--- src/hdl/nkc_pkg.sv ---
`timescale 1ns / 1ps

package nkc_pkg;

   localparam int MAX_WIDTH_DEF  = 1024;
   localparam int MAX_KERNEL_DEF = 7;
   localparam int COEF_BITS_DEF  = 16;
   localparam int HEIGHT_LIMIT   = 4096;
   localparam int PIX_MAX        = 255;
   localparam int ROW_BITS       = $clog2(HEIGHT_LIMIT);
   localparam int CSR_ABITS      = 4;

   localparam logic [10:0] WIDTH_RESET  = 11'd512;
   localparam logic [12:0] HEIGHT_RESET = 13'd512;
   localparam logic [1:0]  RADIUS_RESET = 2'd1;

   typedef enum logic [1:0] {
      CMD_LOAD  = 2'd0,
      CMD_PIXEL = 2'd1,
      CMD_DRAIN = 2'd2
   } cmd_type;

   typedef enum logic [1:0] {
      REG_WIDTH  = 2'd0,
      REG_HEIGHT = 2'd1,
      REG_RADIUS = 2'd2
   } reg_index_type;

   typedef enum logic [2:0] {
      S_IDLE,
      S_TAPS,
      S_FLUSH,
      S_DSTART,
      S_DIV,
      S_BORDER,
      S_OUT
   } state_type;

   typedef struct packed {
      logic start;
      logic busy;
   } div_ctrl_type;

endpackage

--- src/hdl/nkc_divider.sv ---
`timescale 1ns / 1ps

module nkc_divider
   import nkc_pkg::*;
#(
   parameter int ACC_BITS = 40,
   parameter int WS_BITS  = 22
) (
   input  logic                   clock,
   input  logic                   reset,
   input  logic                   start,
   input  logic [2:0][ACC_BITS-1:0] acc,
   input  logic [WS_BITS-1:0]     wsum,
   output logic                   busy,
   output logic [2:0][7:0]        quot
);

   logic [2:0][ACC_BITS-1:0] rem_ff;
   logic [2:0][8:0]          quo_ff;
   logic [2:0]               pos_ff;
   logic [ACC_BITS-1:0]      dvs_ff;
   logic                     dz_ff;
   logic [3:0]               step_ff;
   logic                     busy_ff;
   logic [ACC_BITS-1:0]      trial;
   logic [ACC_BITS-1:0]      wsum_ext;

   assign wsum_ext = ACC_BITS'($signed(wsum));
   assign trial    = dvs_ff << step_ff;

   always_ff @(posedge clock) begin
      if (reset) begin
         busy_ff <= 1'b0;
      end else if (start) begin
         busy_ff <= 1'b1;
      end else if (busy_ff && step_ff == 4'd0) begin
         busy_ff <= 1'b0;
      end
   end

   always_ff @(posedge clock) begin
      if (start) begin
         dvs_ff  <= wsum[WS_BITS-1] ? -wsum_ext : wsum_ext;
         dz_ff   <= (wsum == '0);
         step_ff <= 4'd8;
         for (int i = 0; i < 3; i++) begin
            rem_ff[i] <= acc[i][ACC_BITS-1] ? -acc[i] : acc[i];
            pos_ff[i] <= (acc[i][ACC_BITS-1] == wsum[WS_BITS-1]);
            quo_ff[i] <= '0;
         end
      end else if (busy_ff) begin
         step_ff <= step_ff - 4'd1;
         for (int i = 0; i < 3; i++) begin
            if (rem_ff[i] >= trial) begin
               rem_ff[i] <= rem_ff[i] - trial;
               quo_ff[i] <= {quo_ff[i][7:0], 1'b1};
            end else begin
               quo_ff[i] <= {quo_ff[i][7:0], 1'b0};
            end
         end
      end
   end

   always_comb begin
      for (int i = 0; i < 3; i++) begin
         if (!pos_ff[i] || dz_ff) begin
            quot[i] = 8'd0;
         end else if (quo_ff[i][8]) begin
            quot[i] = 8'(PIX_MAX);
         end else begin
            quot[i] = quo_ff[i][7:0];
         end
      end
   end

   assign busy = busy_ff;

endmodule

--- config.mk ---
export PLATFORM = sky130hd
export DESIGN_NAME = nkc_divider
export DESIGN_NICKNAME = d
export VERILOG_FILES = /design/src/hdl/nkc_pkg.sv /design/src/hdl/nkc_divider.sv
export SDC_FILE = /design/constraint.sdc
export NUM_CORES = 1
export LEC_CHECK = 0
export BUFFER_PORTS_ARGS = -buffer_cell sky130_fd_sc_hd__buf_2
export CORE_MARGIN = 3
export CORE_UTILIZATION = 56
export CTS_CLUSTER_DIAMETER = 30
export DETAILED_ROUTE_END_ITERATION = 10
export GPL_TIMING_DRIVEN = 1
export MAX_ROUTING_LAYER = met4
export PLACE_DENSITY = 0.79
export RECOVER_POWER = 100
export SETUP_SLACK_MARGIN = 0.15
export SLEW_MARGIN = 20
export SYNTH_ARGS = -nofsm -noshare
export SYNTH_HDL_FRONTEND = slang
export SYNTH_SLANG_ARGS = --single-unit
--- constraint.sdc ---
create_clock -name clock -period 6.07 [get_ports clock]
set_input_delay 0.9105 -clock clock [delete_from_list [all_inputs] [get_ports clock]]
set_output_delay 0.9105 -clock clock [all_outputs]
set_load 0.005 [all_outputs]
Word level (Yosys, flattened, before mapping) --
Index checks and enable logic that the tools add are counted.
Storage, ports and cells: register bits 196, logic and storage cells 64, input bits 145, output and inout port bits 25
Operators by class: equality and inequality tests 3, reductions and logical operators 17, magnitude comparators 3, mux-type cells 20, $add $sub $neg 8, shift-type cells 1
Operators with widths (count):
- 120-bit two-way mux | 2
- 40-bit two-way mux | 6
- 40-bit negator | 4
- 40-bit greater-or-equal comparator | 3
- 40-bit subtractor | 3
- 8-bit two-way mux | 6
- 40-bit by 4-bit left shift with 40-bit output | 1
- 22-bit logical NOT | 1
- 21-bit two-way mux | 1
- 2-bit nonzero test | 5
- 2-bit AND reduction | 3
- 1-bit two-way mux | 5
- 4-bit logical NOT | 1
- 4-bit by 1-bit subtractor with 4-bit output (second input constant) | 1
- 1-bit == test | 3
- 1-bit logical NOT | 3
- 1-bit logical OR | 3
- 1-bit logical AND | 1

Longest topological paths before layout --
Gate-level depths: netlist (run 1).
depth after elaboration 5, depth in mapped cells 21, depth with buffers taken out 18

Least setup slack after synthesis (run 1) --
OpenSTA, ideal clock, no wires.
kind register to register, start point register step_ff[0], end point register rem_ff[0] (netlist name) (enable), required time 5.624 ns, buffers on the path 3, period minus slack after synthesis 6.475 ns, cell stages (with the launch flop) 17, setup slack -0.405 ns, data arrival time 6.029 ns, setup time 0.446 ns, path through dfxtp_1 clkbuf_1 buf_1 clkbuf_1 a31oi_1 or3_1 ha_1 nor2b_1 o31ai_1 a21boi_0 a211oi_1 a31oi_1 a21oi_1 o21ai_0 a31oi_1 o311a_1 o21bai_1
Between the ends: cells in the longest elaborated chain, start to end 4
Ends and longest elaborated chain:
- from (decl) | RTL line nkc_divider.sv:23 | logic [3:0] step_ff;
- from (signal assigned) | RTL line nkc_divider.sv:52 | step_ff <= step_ff - 4'd1;
- 40-bit by 4-bit left shift with 40-bit output | RTL line nkc_divider.sv:29 | assign trial = dvs_ff << step_ff;
- 40-bit greater-or-equal comparator | RTL line nkc_divider.sv:54 | if (rem_ff[i] >= trial) begin
- 2-bit nonzero test (no line)
- 2-bit AND reduction (no line)
- to (signal, indexed assignment) | RTL line nkc_divider.sv:47 | rem_ff[i] <= acc[i][ACC_BITS-1] ? -acc[i] : acc[i];
- to (signal, indexed assignment) | RTL line nkc_divider.sv:55 | rem_ff[i] <= rem_ff[i] - trial;
- to (decl) | RTL line nkc_divider.sv:18 | logic [2:0][ACC_BITS-1:0] rem_ff;
No other way between the ends. A chain may end at the register's enable or synchronous reset.

Final worst setup path (run 1) --
start point register step_ff[0], end point register rem_ff[27] (netlist name) (enable)
The elaborated chain is that of the path after synthesis.

==> results.py, run 1 <==
metrics = {
    "synth": {
        "yosysSeqAreaShare": 0.300,
        "ys.flop_type": "edfxtp_1",
        "ys_ff_latch": 196,
        "synth_area_per_cell_um2": 8.42,
        "synthTopCellsByArea": "edfxtp_1 27%, ha_1 8.5%, xnor2_1 7.8%",
        "synth_top_area_frac": 0.266,
        "yosysWarnings": 0,
        "synthArstFlopShare": 0,
        "syn-cell-area_mm2": 0.0185,
        "netlist_instances": 2200,
        "synth_area_leader_cell": "edfxtp_1",
        "synth_edf_count": 164,
        "ys_types": 76,
    },
    "setup_path": {
        "crit_fanout": 33,
        "crit_required_ns": 6.22,
        "slowest_stage": "o21ai_0",
        "path_cells": "buf_4, mux4_2, nand2_1, nand2_1, o21ai_0, clkbuf_1, ha_1, a21oi_1, o21ai_0, a21oi_1, o21ai_0, a31oi_1, o311a_1, o21bai_2, buf_12",
        "crit_arrival_ns": 5.81,
        "worstSetupPathType": "flip-flop to flip-flop",
        "path_common_cell": "o21ai_0",
        "cpPeakStageDelay_ns": 0.70,
        "critPathLaunchType": "flip-flop",
        "crit_path_end_kind": "flip-flop",
        "r2r_slack_ns": 0.41,
    },
    "clocking": {
        "cts.sinks": 196,
        "htree_levels": 4,
        "cts_resized": 0,
        "cts_buffers": 17,
        "cts_buffer_depth": 2,
        "cts_hold_buf": 0,
        "clk_root_buffer_cell": "clkbuf_16",
        "clk_latency_ns": 0.46,
        "post_cts_buffers": 0,
        "cts_tree": "built",
        "clkTransAtPathRegs_ns": 0.09,
    },
    "outcome": {
        "failed_checks": "max-capacitance violations, max-slew violations",
        "status": "finished, violations left",
    },
    "global_routing": {
        "busiest_layer": "met2",
        "antenna_found_initial": 1,
        "grt_use_met2": 0.492,
        "grtUsageMet1": 0.407,
        "grt_pass1_wl_um": 85700,
        "grt_pass1_vias": 16007,
        "grtUsageTotal": 0.314,
        "grt_max_degree": 200,
        "gr-usage-met3": 0.0557,
        "grt_overflow": 0,
    },
    "sta": {
        "max-slew-margin-rel": -1.61,
        "finalSetupTns_ns": 0,
        "clock_skew_ns": 0.0144,
        "timing.fmax_ghz": 0.177,
        "finalCritPeriodShare": 0.932,
        "maxSlewViolCount": 274,
        "hold_viol": 0,
        "finalSetupViolCount": 0,
        "rsz0062_at_grt": "no",
        "fin_ws_ns": 0.414,
        "worst_pin_slew_ns": 3.92,
        "min_period_ns": 5.66,
    },
    "finish": {
        "area_delta_synth_final_pct": 9.83,
        "regArea_mm2": 0.00557,
        "nFillCells": 2866,
        "drive_gt1_frac": 0.112,
        "final_nets": 2590,
        "multi_input_area_mm2": 0.0124,
    },
    "floorplan": {
        "num_io_pins": 170,
        "fp.dieH_um": 188,
        "num_rows": 65,
        "initial_utilization": 0.578,
        "coreArea_mm2": 0.0320,
        "die_area_mm2": 0.0353,
        "die_x_um": 188,
    },
    "route": {
        "dr.pass1.iters": 5,
        "routed_wl_um": 54700,
        "route.detailed.drc": 0,
        "vias": 17038,
        "via_per_inst": 6.16,
        "ant_nets": 0,
        "wl_per_cell_um": 19.8,
        "drt-initial-drc-count": 1521,
    },
    "power": {
        "irDropWorstVdd_mv": 0.227,
        "p_per_area_mw_per_mm2": 516,
        "total_power_w": 0.0105,
        "cellLeakagePower_nw": 8.00,
    },
    "placement": {
        "dpl.hpwl_um": 41700,
        "port_buffers": 169,
        "dp_slack_ns": 0.755,
        "gp_congestion": 0.975,
    },
    "run": {
        "maxCapViolations": 3,
    },
    "min_path": {
        "hold_path.class": "flip-flop to flip-flop",
    },
}
[stage by stage]
| step | std cells | area (um2) | hold slack, ns | utilization |
|---|---|---|---|---|
| final | 2766 | 20300 | 0.531 | 0.635 |
| after global routing | 2765 | 20300 | 0.560 | 0.635 |
| after CTS | 2764 | 20400 | 0.533 | 0.637 |
| after detailed placement | 2732 | 19800 | 0.513 | 0.619 |
| after global placement | 2732 | 19800 | 0.504 | 0.619 |
| after floorplan | 2217 | 18600 | 0.458 | - |
[state kept, by name (all words and copies together) (netlist names)]
signal,flops
dvs_ff,40
pos_ff,3
dz_ff,1
step_ff,4
busy,1
rem_ff,120
quo_ff,27
[kinds of logic after synthesis]
group / share of synthesized area
AND/OR/NAND/NOR: 0.182
AO/OA/AOI/OAI: 0.213
XOR/XNOR: 0.114
flip-flops: 0.300
buffers and inverters: 0.0368
adder cells (fa/ha/maj): 0.0884
multiplexers: 0.0653
other: 0.000202
[synthesized netlist by cell type, drive strengths merged, types with 21 or more instances]
library cell,instances
nand2,260
o21ai,226
nor2,196
a21oi,175
edfxtp,164
xnor2,164
ha,126
clkbuf,100
xor2,77
mux2i,60
inv,57
a21o,54
o31ai,44
dfxtp,32
nand3,32
or3,30
nand4,29
nand2b,28
or4,27
nor2b,26
nor3,25
mux4,23
a211oi,21
buf,21
[layout by cell type, fill, tap and decap left out, types with 30 or more instances in the layout]
cell / count
ha_1: 126
xnor2_1: 164
nand2_1: 260
a21o_1: 54
inv_1: 57
nor2_1: 196
nand3_1: 32
buf_2: 139
o21ai_0: 212
dfxtp_1: 30
edfxtp_1: 164
xor2_1: 77
clkbuf_1: 33
o31ai_1: 42
mux2i_1: 60
a21oi_1: 175
[routing by layer]
layer | routed length [um] | up-vias
met5 | 0 | -
met4 | 1980 | 0
met3 | 4190 | 91
met2 | 25100 | 667
met1 | 23400 | 8005
li1 | - | 8275
[report_power, final]
group          total, W  switching (W)  internal (W)  leakage, nW
registers       0.00233       0.000222       0.00211         1.88
logic           0.00699        0.00419       0.00279         5.83
clock network   0.00118       0.000591      0.000590        0.291
[final timing paths]
path | from | endpoint | cells after the start
setup reg to reg | step_ff[0] | rem_ff[27] | 15
hold / removal | quo_ff[10] | quo_ff[10] | 2
setup / recovery | step_ff[0] | rem_ff[27] | 15
hold reg to reg | quo_ff[10] | quo_ff[10] | 2
[worst max-delay path, delay by kind of cell (launching register included)]
family | cells | cell delay [ns]
fa+ha+maj | 1 | 0.30
mux | 1 | 0.57
buf+inv | 3 | 1.13
simple gates | 2 | 0.16
compound gates | 8 | 2.48
flops | 1 | 0.67
[layout make-up]
cell class / count / share of cell area
clock buffers: 18 / 0.0211
clock inverters: 14 / 0.00806
inverters: 60 / 0.0111
diodes: 2 / 0.000246
flip-flops and latches: 196 / 0.274
multi-input cells: 1840 / 0.607
repair buffers: 201 / 0.0517
well taps: 435 / 0.0268
Power figures use the tool's default switching activity.
==> run 2: changes to the inputs <==
--- a/config.mk
+++ b/config.mk
@@ -5,9 +5,10 @@
 export SDC_FILE = /design/constraint.sdc
 export NUM_CORES = 1
 export LEC_CHECK = 0
+export ABC_AREA = 1
 export BUFFER_PORTS_ARGS = -buffer_cell sky130_fd_sc_hd__buf_2
 export CORE_MARGIN = 3
-export CORE_UTILIZATION = 56
+export CORE_UTILIZATION = 57
 export CTS_CLUSTER_DIAMETER = 30
 export DETAILED_ROUTE_END_ITERATION = 10
 export GPL_TIMING_DRIVEN = 1
==> run 2 against run 1 <==
Compared with the run above: largest power group unchanged; sequential share of layout area decreased by 4.4 points; first-iteration DRC count is 44% higher; utilization down 0.81 points; the flow still finishes with violations (max-capacitance violations, max-slew violations); die area increased by 18%; synthesized cell count increased by 75%; non-clock buffer count decreased by 9; critical path depth rose by 1; clock skew grew 0.0011 ns; fmax up 7.1%; combinational power down 17%; worst setup slack improved by 0.38 ns; via count grew 47%.
==> results.py, run 2 <==
metrics = {
    "outcome": {
        "status": "finished, violations left",
        "failed_checks": "max-capacitance violations, max-slew violations",
    },
    "synth": {
        "netlist_instances": 3855,
        "syn-cell-area_mm2": 0.0224,
        "ys.flop_type": "edfxtp_1",
        "yosysWarnings": 0,
        "synth_edf_count": 164,
        "yosysSeqAreaShare": 0.248,
        "ys_ff_latch": 196,
        "synth_area_per_cell_um2": 5.82,
        "synthTopCellsByArea": "nand2_1 22%, edfxtp_1 22%, inv_1 9.2%",
        "synth_area_leader_cell": "nand2_1",
        "ys_top_cells_by_count": "1328 x nand2_1, 547 x inv_1, 483 x nor2_1",
        "ys_types": 51,
        "synth_top_area_frac": 0.222,
        "synth.most_common_cell": "nand2_1",
        "synthArstFlopShare": 0,
    },
    "global_routing": {
        "grt_use_met2": 0.613,
        "grtUsageTotal": 0.373,
        "grt_max_degree": 124,
        "gr-usage-met3": 0.0433,
        "grtUsageMet1": 0.460,
        "grt_pass1_vias": 22927,
        "grt_overflow": 0,
        "antenna_found_initial": 1,
        "grt_pass1_wl_um": 118000,
        "busiest_layer": "met2",
    },
    "sta": {
        "clock_skew_ns": 0.0154,
        "min_period_ns": 5.28,
        "max-slew-margin-rel": -1.16,
        "timing.fmax_ghz": 0.189,
        "finalSetupViolCount": 0,
        "finalSetupTns_ns": 0,
        "finalCritPeriodShare": 0.870,
        "hold_viol": 0,
        "worst_pin_slew_ns": 3.24,
        "maxSlewViolCount": 140,
        "rsz0062_at_grt": "no",
    },
    "power": {
        "internal_power_w": 0.00432,
        "pwr-share-seq": 0.231,
        "power.net_switching_w": 0.00476,
        "p_comb_frac": 0.640,
        "cellLeakagePower_nw": 12.6,
        "clockPowerShare": 0.129,
        "switching_share": 0.525,
        "irDropWorstVdd_mv": 0.238,
        "p_per_area_mw_per_mm2": 374,
    },
    "route": {
        "wl_per_cell_um": 16.9,
        "dr.pass1.iters": 6,
        "route.detailed.drc": 0,
        "ant_nets": 0,
        "vias": 24961,
        "routed_wl_um": 76700,
        "drt-initial-drc-count": 2195,
        "via_per_inst": 5.52,
    },
    "floorplan": {
        "num_io_pins": 170,
        "num_rows": 72,
        "initial_utilization": 0.579,
        "die_x_um": 204,
        "die_area_mm2": 0.0418,
        "coreArea_mm2": 0.0387,
        "fp.dieH_um": 204,
    },
    "finish": {
        "regArea_mm2": 0.00557,
        "final_core_util": 0.627,
        "final_nets": 4268,
        "final_cell_mix": "1330 x nand2_1, 547 x inv_1, 492 x nor2_1, 336 x nand3_1, 284 x o21ai_0",
        "nFillCells": 3934,
        "multi_input_area_mm2": 0.0144,
        "layout_commonest_cell": "nand2_1",
        "top_register": "rem_ff",
        "area_delta_synth_final_pct": 8.22,
        "largest_reg_flops": 120,
        "largestRegisters": "rem_ff (120), dvs_ff (40), quo_ff (27)",
        "drive_gt1_frac": 0.0649,
    },
    "clocking": {
        "cts_tree": "built",
        "cts_resized": 0,
        "clkTransAtPathRegs_ns": 0.08,
        "cts.sinks": 196,
        "clk_latency_ns": 0.49,
        "post_cts_buffers": 0,
        "clk_root_buffer_cell": "clkbuf_16",
        "cts_buffers": 17,
        "cts_hold_buf": 0,
        "htree_levels": 4,
        "cts_buffer_depth": 2,
    },
    "setup_path": {
        "crit_arrival_ns": 5.46,
        "crit_fanout": 30,
        "cpPeakStageDelay_ns": 0.92,
        "crit_required_ns": 6.25,
        "worstSetupPathType": "flip-flop to flip-flop",
        "critPathLaunchType": "flip-flop",
        "path_common_cell": "nand2_1",
        "path_cells": "clkinv_1, clkbuf_1, nor2_1, a22oi_1, ha_1, nand2_1, nor2_4, nand2_1, nor2_2, nand2_1, nand3_2, nand2_2, nand2_1, nand2_1, nand2_1, buf_12",
        "slowest_stage": "dfxtp_1",
        "crit_path_end_kind": "flip-flop",
    },
    "min_path": {
        "hold_path.class": "flip-flop to flip-flop",
    },
    "run": {
        "maxCapViolations": 3,
    },
    "placement": {
        "dpl.hpwl_um": 62300,
        "port_buffers": 169,
        "gp_congestion": 1.03,
    },
}
## run 2: layout make-up
cell class | instances | share of cell area
sequential | 196 | 0.229
clock inverter | 13 | 0.00541
timing repair buffer | 192 | 0.0414
antenna | 1 | 0.000103
tap | 518 | 0.0267
clock buffer | 19 | 0.0188
inverter | 557 | 0.0862
multi-input combinational | 3030 | 0.592
## run 2: critical path: cells and delay by family, from the launching register on
family	cells	cell delay, ns
and+or+nand+nor	11	1.80
buffers and inverters	3	1.36
DFF	1	0.92
adders and majority gates	1	0.54
AOI/OAI and AO/OA	1	0.32
## run 2: cells by family (layout without fill, tap and decap cells)
| logic type | count (synthesis) | count (layout) | synth area share |
|---|---|---|---|
| simple gates | 2301 | 2301 | 0.425 |
| buf+inv | 646 | 781 | 0.110 |
| compound gates | 542 | 542 | 0.127 |
| flops | 196 | 196 | 0.248 |
| fa+ha+maj | 129 | 129 | 0.0730 |
| xor+xnor | 29 | 29 | 0.0113 |
| mux | 11 | 11 | 0.00491 |
| other cells | 1 | 19 | 0.000167 |
## run 2: layer usage
layer / vias to the layer above / wire (um)
met5: - / 0
met4: 0 / 3780
met3: 199 / 5580
met2: 1001 / 35900
met1: 11117 / 31400
li1: 12644 / -
## run 2: path summary, 6_finish.rpt
kind	from	to	slack, ns	depth (start not counted)
worst min-delay path	quo_ff[2]	quo_ff[3]	0.51	2
worst min register to register	quo_ff[2]	quo_ff[3]	0.51	2
worst max register to register	step_ff[3]	rem_ff[118]	0.79	16
worst max-delay path	step_ff[3]	rem_ff[118]	0.79	16
## run 2: metrics by stage
step | cell area (um2) | hold slack (ns) | std cells | total power, W | setup slack (ns)
after global placement | 23800 | 0.490 | 4493 | 0.00778 | 1.53
after CTS | 24400 | 0.510 | 4525 | 0.00900 | 1.40
after global routing | 24300 | 0.521 | 4526 | 0.00993 | 0.500
after detailed placement | 23800 | 0.495 | 4493 | 0.00780 | 1.41
final | 24300 | 0.514 | 4526 | 0.00908 | 0.789
after floorplan | 22500 | 0.459 | 3872 | 0.00625 | 2.39
## run 2: power groups by stage
stage          registers [W]  logic (W)  clock network, W
5_1_grt              0.00212    0.00658           0.00123
3_3_place_gp         0.00211    0.00567                 0
6_report             0.00210    0.00582           0.00117
4_1_cts              0.00208    0.00574           0.00118
3_5_place_dp         0.00211    0.00570                 0
2_1_floorplan        0.00201    0.00423                 0
==> run 3: changes to the inputs <==
--- a/config.mk
+++ b/config.mk
@@ -14,7 +14,6 @@
 export GPL_TIMING_DRIVEN = 1
 export MAX_ROUTING_LAYER = met4
 export PLACE_DENSITY = 0.79
-export RECOVER_POWER = 100
 export SETUP_SLACK_MARGIN = 0.15
 export SLEW_MARGIN = 20
 export SYNTH_ARGS = -nofsm -noshare
==> run 3 against run 2 <==
Compared with the run above: the run now ends clean; via count is 0.49% higher; clock skew hardly changed; count of clock-buffer cells in the layout stayed put; global-route usage stayed put; critical path depth is 3 higher; wire length is 0.13% lower; utilization is 0.35 points higher; design area is 0.55% higher; first-iteration DRC count is 1.4% higher; largest cell class unchanged.
==> results.py, run 3 (synthesis results as in run 2) <==
metrics = {
    "outcome": {
        "status": "finished, final reports clean",
    },
    "placement": {
        "dp.cells": 4493,
        "dpl.hpwl_um": 62300,
        "gp_congestion": 1.03,
        "port_buffers": 169,
    },
    "route": {
        "wl_per_cell_um": 16.9,
        "vias": 25083,
        "ant_nets": 0,
        "drt-initial-drc-count": 2225,
        "via_per_inst": 5.54,
        "route.detailed.drc": 0,
        "dr.pass1.iters": 6,
        "routed_wl_um": 76600,
    },
    "setup_path": {
        "reg2reg_to": "rem_ff[118]",
        "path_common_cell": "nand2_1",
        "crit_required_ns": 6.25,
        "cpPeakStageDelay_ns": 0.51,
        "crit_fanout": 38,
        "r2r-start": "step_ff[1]",
        "r2r_slack_ns": 1.29,
        "slowest_stage": "ha_1",
        "path_cells": "buf_4, inv_1, buf_4, nand3_1, o21ai_0, o21ai_0, o21ai_0, ha_1, nand2_1, nor2_1, nand2_1, nor2_2, nand2_1, nand3_2, nand2_2, nand2_1, nand2_1, nand2_1, buf_12",
        "reg2reg_depth": 19,
        "worstSetupPathType": "flip-flop to flip-flop",
        "crit_path_end_kind": "flip-flop",
        "crit_arrival_ns": 4.96,
        "critPathLaunchType": "flip-flop",
    },
    "finish": {
        "largestRegisters": "rem_ff (120), dvs_ff (40), quo_ff (27)",
        "final_nets": 4268,
        "nFillCells": 3908,
        "drive_gt1_frac": 0.0776,
        "multi_input_area_mm2": 0.0145,
        "stdcell_count": 4526,
        "area_delta_synth_final_pct": 8.82,
        "layout_commonest_cell": "nand2_1",
        "top_register": "rem_ff",
        "largest_reg_flops": 120,
        "final_cell_mix": "1328 x nand2_1, 547 x inv_1, 483 x nor2_1, 328 x nand3_1, 281 x o21ai_0",
        "regArea_mm2": 0.00557,
    },
    "global_routing": {
        "grt_overflow": 0,
        "grt_pass1_wl_um": 118000,
        "antenna_found_initial": 1,
        "grt_max_degree": 124,
        "grt_pass1_vias": 22927,
        "grtUsageTotal": 0.373,
    },
    "sta": {
        "finalSetupViolCount": 0,
        "max-slew-margin-rel": 0.394,
        "clock_skew_ns": 0.0156,
        "finalSetupTns_ns": 0,
        "rsz0062_at_grt": "no",
        "timing.fmax_ghz": 0.209,
        "finalCritPeriodShare": 0.788,
        "maxSlewViolCount": 0,
        "worst_pin_slew_ns": 0.908,
        "min_period_ns": 4.78,
        "hold_viol": 0,
    },
    "floorplan": {
        "num_io_pins": 170,
        "fp.dieH_um": 204,
        "die_area_mm2": 0.0418,
        "coreArea_mm2": 0.0387,
        "num_rows": 72,
        "die_x_um": 204,
        "initial_utilization": 0.579,
    },
    "min_path": {
        "min_from": "quo_ff[2]",
        "holdPathEnd": "quo_ff[3]",
        "hold_depth": 2,
        "hold_path.class": "flip-flop to flip-flop",
    },
    "clocking": {
        "clk_root_buffer_cell": "clkbuf_16",
        "cts_resized": 0,
        "cts_hold_buf": 0,
        "cts_tree": "built",
        "clkTransAtPathRegs_ns": 0.08,
        "cts_buffer_depth": 2,
        "cts_buffers": 17,
        "clk_latency_ns": 0.49,
        "htree_levels": 4,
        "post_cts_buffers": 0,
        "cts.sinks": 196,
    },
    "power": {
        "p_per_area_mw_per_mm2": 374,
        "switching_share": 0.525,
        "clockPowerShare": 0.128,
        "pwr-share-seq": 0.230,
        "internal_power_w": 0.00434,
        "cellLeakagePower_nw": 12.7,
        "power.net_switching_w": 0.00479,
        "irDropWorstVdd_mv": 0.238,
        "p_comb_frac": 0.642,
    },
    "run": {
        "maxCapViolations": 0,
    },
}
[run 3: cell count changes in the layout (fill, tap and decap cells not counted), sizes merged]
cell and change:
buf +32, clkbuf -32
[run 3: area by class of cell]
type,instances,share of cell area
multi-input combinational,3030,0.592
tap,518,0.0266
clock buffer,19,0.0187
timing repair buffer,192,0.0435
antenna,1,0.000103
sequential,196,0.228
inverter,557,0.0858
clock inverter,13,0.00538
[run 3: power by group through the flow]
| stage | Clock, W | Combinational [W] | Sequential [W] |
|---|---|---|---|
| after CTS | 0.00118 | 0.00574 | 0.00208 |
| after detailed placement | 0 | 0.00570 | 0.00211 |
| after global placement | 0 | 0.00567 | 0.00211 |
| final | 0.00117 | 0.00586 | 0.00210 |
| after floorplan | 0 | 0.00423 | 0.00201 |
| after global routing | 0.00123 | 0.00662 | 0.00212 |
[run 3: metrics by stage]
step / hold slack, ns / utilization / cell area, um2 / power [W] / setup slack [ns]
after detailed placement: 0.495 / 0.615 / 23800 / 0.00780 / 1.41
final: 0.510 / 0.630 / 24400 / 0.00912 / 1.29
after floorplan: 0.459 / - / 22500 / 0.00625 / 2.39
after global routing: 0.521 / 0.630 / 24400 / 0.00997 / 0.998
after global placement: 0.490 / 0.615 / 23800 / 0.00778 / 1.53
after CTS: 0.510 / 0.630 / 24400 / 0.00900 / 1.40
[run 3: critical path: cells and delay by family, from the launching register on]
family                     cells  cell delay (ns)
buffers and inverters          4             1.31
DFF                            1             0.32
AOI/OAI and AO/OA              3             0.81
adders and majority gates      1             0.51
and+or+nand+nor               11             1.50
[run 3: routing by layer]
layer,track usage,routed length [um]
met5,-,0
met4,0.175,3890
met3,0.0433,5590
met2,0.613,35700
met1,0.460,31400
[run 3: how the worst max path moves through the flow]
stage	from	slack, ns	cells after the start	end
2_1_floorplan	step_ff[0]	2.39	21	rem_ff[0]
3_3_place_gp	step_ff[1]	1.53	19	rem_ff[118]
3_5_place_dp	step_ff[1]	1.41	19	rem_ff[118]
4_1_cts	step_ff[1]	1.40	19	rem_ff[117]
5_1_grt	step_ff[1]	1.0	18	rem_ff[83]
6_report	step_ff[1]	1.29	19	rem_ff[118]
